<file path="src/design/mat4_pkg.sv">
`timescale 1ns / 1ps
// ---------------------------------------------------------------------------
// mat4_pkg
// Shared types for the matrix add / subtract / multiply unit: operation
// codes and the command word from the controller to the datapath.
// ---------------------------------------------------------------------------
package mat4_pkg;

  typedef enum logic [1:0] {
    OP_ADD = 2'd0,
    OP_SUB = 2'd1,
    OP_MUL = 2'd2
  } op_t;

  // tag that travels with each read beat down the datapath pipeline
  typedef struct packed {
    logic valid;
    logic first;
    logic last_term;
    logic last_cell;
    logic mul;
    logic sub;
  } tag_t;

  typedef struct packed {
    logic wr;
    tag_t tag;
  } cmd_t;

endpackage

</file>
<file path="src/design/matrix4_add_sub_multiply_unit.sv">
`timescale 1ns / 1ps
// ---------------------------------------------------------------------------
// matrix4_add_sub_multiply_unit
// DIM x DIM signed fixed-point matrix add, subtract or multiply with
// saturation, results streamed in row-major order.
// ---------------------------------------------------------------------------
//  channel   dir  signals                                   beat taken when
//  operand   in   start, busy, left_value, right_value      start && !busy
//  result    out  result_strobe, result_value, last, sat.   result_strobe
//  config    in   cfg_write, cfg_data                       cfg_write
//
//  Loading takes one cycle per beat, DIM*DIM beats. After the last beat busy
//  is high while the sequencer issues one store read per cycle: one read per
//  result cell for add or subtract, one per inner term for multiply. Each
//  result beat passes the store read, the partial products or sum, the
//  product, its magnitude, the clipped term and the accumulator registers;
//  results stream in order, one a cycle for add or subtract, one per cell
//  for multiply. Reset is synchronous and clears control state only. The
//  receiver cannot stall.
// ---------------------------------------------------------------------------
module matrix4_add_sub_multiply_unit #(
  parameter int DIM       = 4,
  parameter int FRAC_BITS = 16,
  parameter int WORD_BITS = 32
) (
  input  logic                        clk,
  input  logic                        rst,
  input  logic                        cfg_write,
  input  logic [1:0]                  cfg_data,
  input  logic                        start,
  output logic                        busy,
  input  logic signed [WORD_BITS-1:0] left_value,
  input  logic signed [WORD_BITS-1:0] right_value,
  output logic                        result_strobe,
  output logic signed [WORD_BITS-1:0] result_value,
  output logic                        last,
  output logic                        saturated
);

  localparam int ADDR_W = $clog2(DIM * DIM);

  logic [1:0]          operation;
  mat4_pkg::cmd_t      cmd;
  logic [ADDR_W-1:0]   wr_addr;
  logic [ADDR_W-1:0]   rd_addr_l;
  logic [ADDR_W-1:0]   rd_addr_r;

  always_ff @(posedge clk) begin
    if (rst) begin
      operation <= mat4_pkg::OP_ADD;
    end else if (cfg_write) begin
      operation <= cfg_data;
    end
  end

  mat4_ctrl #(.DIM(DIM)) u_ctrl (
    .clk       (clk),
    .rst       (rst),
    .start     (start),
    .operation (operation),
    .busy      (busy),
    .cmd       (cmd),
    .wr_addr   (wr_addr),
    .rd_addr_l (rd_addr_l),
    .rd_addr_r (rd_addr_r)
  );

  mat4_datapath #(
    .DIM       (DIM),
    .FRAC_BITS (FRAC_BITS),
    .WORD_BITS (WORD_BITS)
  ) u_datapath (
    .clk           (clk),
    .rst           (rst),
    .cmd           (cmd),
    .wr_addr       (wr_addr),
    .rd_addr_l     (rd_addr_l),
    .rd_addr_r     (rd_addr_r),
    .left_value    (left_value),
    .right_value   (right_value),
    .result_strobe (result_strobe),
    .result_value  (result_value),
    .last          (last),
    .saturated     (saturated)
  );

`ifndef SYNTHESIS
  a_busy_after_beat: assert property (@(posedge clk) disable iff (rst)
    $rose(busy) |-> $past(start))
    else $error("busy rose without an operand beat");

  a_last_strobed: assert property (@(posedge clk) disable iff (rst)
    last && result_strobe |=> !result_strobe)
    else $error("result beat right after the last element");

  a_no_load_while_issue: assert property (@(posedge clk) disable iff (rst)
    busy |-> !cmd.wr)
    else $error("store write during issue phase");

  a_issue_only_busy: assert property (@(posedge clk) disable iff (rst)
    cmd.tag.valid |-> busy)
    else $error("read issued while idle");
`endif

endmodule

</file>
<file path="src/design/mat4_ram.sv">
`timescale 1ns / 1ps
// ---------------------------------------------------------------------------
// mat4_ram
// Generic simple dual-port RAM: one write port, one read port with
// registered read data.
// ---------------------------------------------------------------------------
module mat4_ram #(
  parameter int WIDTH = 32,
  parameter int DEPTH = 16
) (
  input  logic                     clk,
  input  logic                     wr_en,
  input  logic [$clog2(DEPTH)-1:0] wr_addr,
  input  logic [WIDTH-1:0]         wr_data,
  input  logic [$clog2(DEPTH)-1:0] rd_addr,
  output logic [WIDTH-1:0]         rd_data
);

  logic [WIDTH-1:0] mem [DEPTH];

  always_ff @(posedge clk) begin
    if (wr_en) begin
      mem[wr_addr] <= wr_data;
    end
    rd_data <= mem[rd_addr];
  end

endmodule

</file>
<file path="src/design/mat4_ctrl.sv">
`timescale 1ns / 1ps
// ---------------------------------------------------------------------------
// mat4_ctrl
// Sequencer: counts loaded elements, then walks the result cells (and the
// inner index for multiply) issuing one store read per cycle.
// ---------------------------------------------------------------------------
module mat4_ctrl #(
  parameter int DIM = 4
) (
  input  logic                          clk,
  input  logic                          rst,
  input  logic                          start,
  input  logic [1:0]                    operation,
  output logic                          busy,
  output mat4_pkg::cmd_t                cmd,
  output logic [$clog2(DIM*DIM)-1:0]    wr_addr,
  output logic [$clog2(DIM*DIM)-1:0]    rd_addr_l,
  output logic [$clog2(DIM*DIM)-1:0]    rd_addr_r
);

  localparam int CELLS  = DIM * DIM;
  localparam int ADDR_W = $clog2(CELLS);
  localparam int IDX_W  = $clog2(DIM);

  typedef enum logic {
    S_LOAD,
    S_ISSUE
  } state_t;

  state_t                state;
  logic [ADDR_W-1:0]     load_count;
  logic [IDX_W-1:0]      row;
  logic [IDX_W-1:0]      col;
  logic [IDX_W-1:0]      k;
  mat4_pkg::op_t         op_reg;
  logic                  mul_op;
  logic                  sub_op;
  logic                  k_end;
  logic                  col_end;
  logic                  row_end;
  logic                  term_end;

  always_comb begin
    case (op_reg)
      mat4_pkg::OP_ADD: begin
        mul_op = 1'b0;
        sub_op = 1'b0;
      end
      mat4_pkg::OP_SUB: begin
        mul_op = 1'b0;
        sub_op = 1'b1;
      end
      default: begin
        mul_op = 1'b1;
        sub_op = 1'b0;
      end
    endcase
  end

  assign k_end    = (k == IDX_W'(DIM - 1));
  assign col_end  = (col == IDX_W'(DIM - 1));
  assign row_end  = (row == IDX_W'(DIM - 1));
  assign term_end = !mul_op || k_end;

  assign wr_addr   = load_count;
  assign rd_addr_l = mul_op ? ADDR_W'(row * DIM + k) : ADDR_W'(row * DIM + col);
  assign rd_addr_r = mul_op ? ADDR_W'(k * DIM + col) : ADDR_W'(row * DIM + col);

  always_comb begin
    cmd.wr             = start && !busy;
    cmd.tag.valid      = (state == S_ISSUE);
    cmd.tag.first      = !mul_op || (k == '0);
    cmd.tag.last_term  = term_end;
    cmd.tag.last_cell  = term_end && col_end && row_end;
    cmd.tag.mul        = mul_op;
    cmd.tag.sub        = sub_op;
  end

  always_ff @(posedge clk) begin
    if (rst) begin
      state      <= S_LOAD;
      busy       <= 1'b0;
      load_count <= '0;
      row        <= '0;
      col        <= '0;
      k          <= '0;
      op_reg     <= mat4_pkg::OP_ADD;
    end else begin
      case (state)
        S_LOAD: begin
          if (start) begin
            if (load_count == ADDR_W'(CELLS - 1)) begin
              load_count <= '0;
              row        <= '0;
              col        <= '0;
              k          <= '0;
              op_reg     <= mat4_pkg::op_t'(operation);
              state      <= S_ISSUE;
              busy       <= 1'b1;
            end else begin
              load_count <= load_count + 1'b1;
            end
          end
        end
        S_ISSUE: begin
          if (!term_end) begin
            k <= k + 1'b1;
          end else begin
            k <= '0;
            if (!col_end) begin
              col <= col + 1'b1;
            end else begin
              col <= '0;
              if (!row_end) begin
                row <= row + 1'b1;
              end else begin
                row   <= '0;
                state <= S_LOAD;
                busy  <= 1'b0;
              end
            end
          end
        end
        default: begin
          state <= S_LOAD;
          busy  <= 1'b0;
        end
      endcase
    end
  end

endmodule

</file>
<file path="src/design/mat4_datapath.sv">
`timescale 1ns / 1ps
// ---------------------------------------------------------------------------
// mat4_datapath
// Operand stores, split multiplier, rounding and clipping, accumulator and
// result register, in pipeline order after the registered store reads.
// ---------------------------------------------------------------------------
module mat4_datapath #(
  parameter int DIM       = 4,
  parameter int FRAC_BITS = 16,
  parameter int WORD_BITS = 32
) (
  input  logic                          clk,
  input  logic                          rst,
  input  mat4_pkg::cmd_t                cmd,
  input  logic [$clog2(DIM*DIM)-1:0]    wr_addr,
  input  logic [$clog2(DIM*DIM)-1:0]    rd_addr_l,
  input  logic [$clog2(DIM*DIM)-1:0]    rd_addr_r,
  input  logic signed [WORD_BITS-1:0]   left_value,
  input  logic signed [WORD_BITS-1:0]   right_value,
  output logic                          result_strobe,
  output logic signed [WORD_BITS-1:0]   result_value,
  output logic                          last,
  output logic                          saturated
);

  localparam int W     = WORD_BITS;
  localparam int PW    = 2 * W;
  localparam int LO_W  = W / 2;
  localparam int HI_W  = W - LO_W;
  localparam int PL_W  = W + LO_W + 1;
  localparam int PH_W  = W + HI_W;
  localparam int ACC_W = W + $clog2(DIM) + 1;

  localparam logic [PW-1:0] ONE     = {{(PW-1){1'b0}}, 1'b1};
  localparam logic [PW-1:0] NEG_LIM = {{W{1'b0}}, 1'b1, {(W-1){1'b0}}};
  localparam logic [PW-1:0] POS_LIM = NEG_LIM - ONE;
  localparam logic [PW-1:0] HALF    =
    (FRAC_BITS > 0) ? (ONE << ((FRAC_BITS > 0) ? FRAC_BITS - 1 : 0)) : '0;
  localparam logic [W-1:0]  WMAX    = {1'b0, {(W-1){1'b1}}};
  localparam logic [W-1:0]  WMIN    = {1'b1, {(W-1){1'b0}}};

  logic signed [W-1:0]   rd_l;
  logic signed [W-1:0]   rd_r;
  mat4_pkg::tag_t        t1, t2, t3, t4, t5, t6;

  logic signed [PL_W-1:0] pp_lo;
  logic signed [PH_W-1:0] pp_hi;
  logic [W:0]             sd2, sd3, sd4;
  logic [PW-1:0]          prod;
  logic [PW-1:0]          mag;
  logic                   neg4;
  logic [W-1:0]           term;
  logic                   term_flag;
  logic [ACC_W-1:0]       acc;
  logic                   acc_flag;

  logic [PW-1:0]          rsum;
  logic [PW-1:0]          shifted;
  logic [PW-1:0]          lim;
  logic [W-1:0]           m_term;
  logic                   m_flag;
  logic [W-1:0]           s_term;
  logic                   s_flag;
  logic                   acc_fits;

  mat4_ram #(.WIDTH(W), .DEPTH(DIM * DIM)) u_left_store (
    .clk     (clk),
    .wr_en   (cmd.wr),
    .wr_addr (wr_addr),
    .wr_data (left_value),
    .rd_addr (rd_addr_l),
    .rd_data (rd_l)
  );

  mat4_ram #(.WIDTH(W), .DEPTH(DIM * DIM)) u_right_store (
    .clk     (clk),
    .wr_en   (cmd.wr),
    .wr_addr (wr_addr),
    .wr_data (right_value),
    .rd_addr (rd_addr_r),
    .rd_data (rd_r)
  );

  // round the product half away from zero, then clip; clip the sum or difference
  always_comb begin
    rsum    = mag + HALF;
    shifted = rsum >> FRAC_BITS;
    lim     = neg4 ? NEG_LIM : POS_LIM;
    if (shifted > lim) begin
      m_term = neg4 ? WMIN : WMAX;
      m_flag = 1'b1;
    end else begin
      m_term = neg4 ? -shifted[W-1:0] : shifted[W-1:0];
      m_flag = 1'b0;
    end
    if (sd4[W] != sd4[W-1]) begin
      s_term = sd4[W] ? WMIN : WMAX;
      s_flag = 1'b1;
    end else begin
      s_term = sd4[W-1:0];
      s_flag = 1'b0;
    end
  end

  assign acc_fits = (&acc[ACC_W-1:W-1]) || !(|acc[ACC_W-1:W-1]);

  always_ff @(posedge clk) begin
    if (rst) begin
      t1            <= '0;
      t2            <= '0;
      t3            <= '0;
      t4            <= '0;
      t5            <= '0;
      t6            <= '0;
      result_strobe <= 1'b0;
    end else begin
      t1            <= cmd.tag;
      t2            <= t1;
      t3            <= t2;
      t4            <= t3;
      t5            <= t4;
      t6            <= t5;
      result_strobe <= t6.valid && t6.last_term;
    end
  end

  always_ff @(posedge clk) begin
    pp_lo <= rd_l * $signed({1'b0, rd_r[LO_W-1:0]});
    pp_hi <= rd_l * $signed(rd_r[W-1:LO_W]);
    sd2   <= t1.sub ? {rd_l[W-1], rd_l} - {rd_r[W-1], rd_r}
                    : {rd_l[W-1], rd_l} + {rd_r[W-1], rd_r};

    prod  <= ({{LO_W{pp_hi[PH_W-1]}}, pp_hi} << LO_W)
           + {{(HI_W-1){pp_lo[PL_W-1]}}, pp_lo};
    sd3   <= sd2;

    neg4  <= prod[PW-1];
    mag   <= prod[PW-1] ? -prod : prod;
    sd4   <= sd3;

    term      <= t4.mul ? m_term : s_term;
    term_flag <= t4.mul ? m_flag : s_flag;

    if (t5.valid) begin
      if (t5.first) begin
        acc      <= {{(ACC_W-W){term[W-1]}}, term};
        acc_flag <= term_flag;
      end else begin
        acc      <= acc + {{(ACC_W-W){term[W-1]}}, term};
        acc_flag <= acc_flag | term_flag;
      end
    end

    if (t6.valid && t6.last_term) begin
      result_value <= acc_fits ? acc[W-1:0] : (acc[ACC_W-1] ? WMIN : WMAX);
      saturated    <= acc_flag | !acc_fits;
      last         <= t6.last_cell;
    end
  end

endmodule
</file>
<file path="config.mk">
export PLATFORM = sky130hd
export DESIGN_NAME = matrix4_add_sub_multiply_unit
export DESIGN_NICKNAME = d
export VERILOG_FILES = /design/src/design/mat4_pkg.sv /design/src/design/matrix4_add_sub_multiply_unit.sv /design/src/design/mat4_ram.sv /design/src/design/mat4_ctrl.sv /design/src/design/mat4_datapath.sv
export SDC_FILE = /design/constraint.sdc
export NUM_CORES = 2
export LEC_CHECK = 0
export CORE_MARGIN = 1
export CORE_UTILIZATION = 62
export DETAILED_ROUTE_END_ITERATION = 8
export DONT_BUFFER_PORTS = 1
export GPL_TIMING_DRIVEN = 1
export PLACE_DENSITY = 0.84
export SLEW_MARGIN = 20
export SYNTH_ARGS = -nofsm -noshare
export SYNTH_HDL_FRONTEND = slang
export SYNTH_HIERARCHICAL = 1
export SYNTH_SLANG_ARGS = --single-unit
</file>
<file path="constraint.sdc">
create_clock -name clk -period 10.8 [get_ports clk]
set_input_delay 0.54 -clock clk [delete_from_list [all_inputs] [get_ports clk]]
set_output_delay 0.54 -clock clk [all_outputs]
set_load 0.02 [all_outputs]
</file>
==> impl_metrics.csv <==
group,metric,value,unit
synthesis,synthMuxAreaShare,6.13,%
clocking,cts_hold_buf,73,
clocking,root_buffer,"clkbuf_16",
floorplanning,io_pins,106,
worst_setup_path,cp.arrival,8.52,ns
synthesis,yosys.area_share.simple,10.1,%
route,vias_per_cell,6.35,
synthesis,synth_xor_xnor_area_share,2.72,%
clocking,cts_setup_buffers,0,
synthesis,synth_cells,8179,
grt,grt_start_max_net_pins,95,
sta,setup_slack,3.03,ns
place,placed_area,0.0999,mm2
layout,design_area,0.106,mm2
clocking,clk_latency,0.85,ns
sta,finalSetupViolCount,0,
grt,global_route.usage.total,33.6,%
layout,final_nets,9554,
floorplanning,row_count,145,
route,routed_wl,263,mm
worst_setup_path,cp-end-kind,"flop",
layout,largest_registers,"u_datapath/u_left_store/mem (512), u_datapath/u_right_store/mem (512), u_datapath/prod (64)",
synthesis,yosysWarnings,6,
route,drc,1,
sta,final-max-slew-violation-count,0,
worst_setup_path,cp_data_required_time,11.55,ns
hold_path,hold_depth,3,
layout,synthToLayoutAreaGrowth,8.05,%
worst_setup_path,worstRegToRegCells,22,
synthesis,synthFlopType,"edfxtp_1",
worst_setup_path,r2r_slack,3.03,ns
synthesis,synth_top_family_by_area,"adder cells",
floorplanning,die_width,399,um
route,firstDrtPassIters,9,
route,drtAntennaViolNets,0,
sta,clock_skew,0.0766,ns
worst_setup_path,startpoint_type,"flop",
worst_setup_path,r2r-end,"u_datapath/pp_hi[43]$_DFF_P_",
grt,antenna_found_initial,14,
synthesis,synthAdderAreaFrac,25.0,%
sta,slew_headroom,30.6,%
status,failed_checks,"DRC",
place,port_buffers,0,
synthesis,synth_compound_area_share,6.86,%
status,status,"finished with violations",
clocking,post_cts_resized,0,
clocking,path_clk_slew,0.07,ns
sta,worst_pin_slew,1.03,ns
place,gp_congestion,0.969,
sta,hold_violations,0,
sta,fmax,129,MHz
floorplanning,dieArea,0.159,mm2
clocking,cts-htree-levels,4,
grt,grt-ovfl-total,0,
run,maxCapViolCount,0,
hold_path,hold_class,"in2reg",
clocking,cts.sinks,1546,
worst_setup_path,reg2reg_from,"u_datapath/u_left_store/rd_data[17]$_DFF_P_",
synthesis,synth_fp_nets,9612,
layout,final_layout_size_suffix_gt1_share,8.55,%
route,wire_per_inst,25.5,um
synthesis,syn-cell-area,0.0978,mm2
floorplanning,start_util,62.5,%
sta,period_needed,7.77,ns
sta,fin_crit_sh,72.0,%
worst_setup_path,worstSetupPathType,"reg2reg",
synthesis,syn_area_per_cell,12.0,um2
synthesis,ys_types,90,
sta,whs,0.124,ns
hold_path,worstHoldStart,"start",
sta,rsz0062_at_grt,"false",
grt,grt_pass1_vias,69600,
synthesis,ys_ff_latch,1546,
place,place_ws,3.26,ns
synthesis,synth_edf_count,1094,
route,vias,65400,
grt,grt_pass1_wl,402,mm
synthesis,ys_seq_area_share,42.9,%
clocking,cts_buffers,146,
place,hpwlAfterDp,163,mm
clocking,ctsLongestPathBuffers,3,
route,drt-initial-drc-count,8027,
clocking,cts_tree,"built",
sta,tns,0,ns
hold_path,hold_end,"u_ctrl/wr_addr[1]$_SDFFE_PP0N_",
worst_setup_path,crit_fanout,17,
synthesis,synth-async-reset-ratio,0,%
floorplanning,core-area,0.156,mm2
floorplanning,die_h,399,um
## kinds of logic after synthesis
| group | Yosys count |
|---|---|
| AO/OA/AOI/OAI | 1010 |
| XOR/XNOR | 304 |
| adder cells (fa/ha/maj) | 1363 |
| buffers and inverters | 1623 |
| flip-flops | 1546 |
| multiplexers | 278 |
| AND/OR/NAND/NOR | 2055 |
## layout by cell type, fill, tap and decap left out, drive strengths merged, types with 72 or more instances in the layout
cell type and n:
inv 1240, edfxtp 1094, fa 978, nand2 919, dfxtp 452, and2 412, ha 385, nor2 265
mux4 256, xnor2 226, a21oi 216, clkbuf 201, o21ai 195, a21o 145, a22oi 128, buf 120
nand3 99, xor2 78, dlygate4sd3 72
## how the worst max path moves through the flow
stage | from | end | slack [ns] | cells after the start
floorplan | u_datapath/u_right_store/rd_data[23]$_DFF_P_ | u_datapath/pp_hi[43]$_DFF_P_ | 4.17 | 25
global placement | u_datapath/u_left_store/rd_data[17]$_DFF_P_ | u_datapath/pp_hi[43]$_DFF_P_ | 3.36 | 22
global route | u_datapath/u_left_store/rd_data[7]$_DFF_P_ | u_datapath/pp_hi[46]$_DFF_P_ | 2.80 | 23
finish | u_datapath/u_left_store/rd_data[17]$_DFF_P_ | u_datapath/pp_hi[43]$_DFF_P_ | 3.03 | 22
detailed placement | u_datapath/u_left_store/rd_data[17]$_DFF_P_ | u_datapath/pp_hi[43]$_DFF_P_ | 3.26 | 22
CTS | u_datapath/u_left_store/rd_data[17]$_DFF_P_ | u_datapath/pp_hi[43]$_DFF_P_ | 3.19 | 22
## through the flow
step / instances / util, %
6_report: 10300 / 67.5
3_5_place_dp: 9958 / 63.9
2_1_floorplan: 8179 / -
4_1_cts: 10300 / 67.5
3_3_place_gp: 9958 / 63.9
5_1_grt: 10300 / 67.5
## worst max-delay path, cell delays in order, from the launching register on
cell and delay (ns):
dfxtp_1 0.78, buf_4 0.38, nand2_1 0.13, fa_1 0.53
fa_1 0.53, fa_1 0.52, inv_1 0.06, fa_1 0.50
fa_1 0.50, inv_1 0.05, fa_1 0.51, inv_1 0.05
ha_1 0.38, nand2_1 0.10, o21bai_1 0.18, a2111oi_0 0.52
o31ai_1 0.21, a311o_1 0.39, a31oi_1 0.46, a211oi_1 0.23
or2_2 0.37, o21bai_1 0.17, xor2_1 0.14
## layout make-up
cell class	instances	area (um2)
Antenna cell	3	7.51
Clock buffer	201	4180
Clock inverter	61	791
Fill cell	10200	50700
Inverter	1225	4600
Multi-Input combinational cell	5010	49900
Sequential cell	1546	41900
Tap cell	2058	2570
Timing Repair Buffer	192	1650
## metal layers
| metal | up-vias | global-route usage (%) | routed length [um] |
|---|---|---|---|
| li1 | 27300 | - | - |
| met1 | 32200 | 40.9 | 89000 |
| met2 | 4735 | 55.1 | 126000 |
| met3 | 1150 | 8.17 | 31300 |
| met4 | 18 | 19.1 | 16400 |
| met5 | - | 0 | 135 |
## synth_stat cells (all sizes together), types with 19 or more instances
library cell	n	area [um2]
fa	978	19600
o211ai	23	173
o21ai	195	976
nand2	919	3450
dfxtp	452	9050
a21oi	216	1080
a31oi	26	163
nor3	67	350
inv	1225	4600
nand3	99	495
nor2	265	997
edfxtp	1094	32900
nand4	49	307
nor2b	62	395
o21a	31	233
xnor2	226	1980
and2	412	2580
o31ai	35	263
ha	385	4820
a211oi	42	315
clkbuf	328	1230
o21bai	23	173
nand2b	39	251
nor4	22	183
xor2	78	683
a22oi	128	961
buf	70	380
a21o	145	1090
or3	19	121
mux4	256	5770
and3	37	231
Power is left out: the tool's default activity adds up to more than one toggle a clock period on the data nets, which glitch-free logic cannot reach.
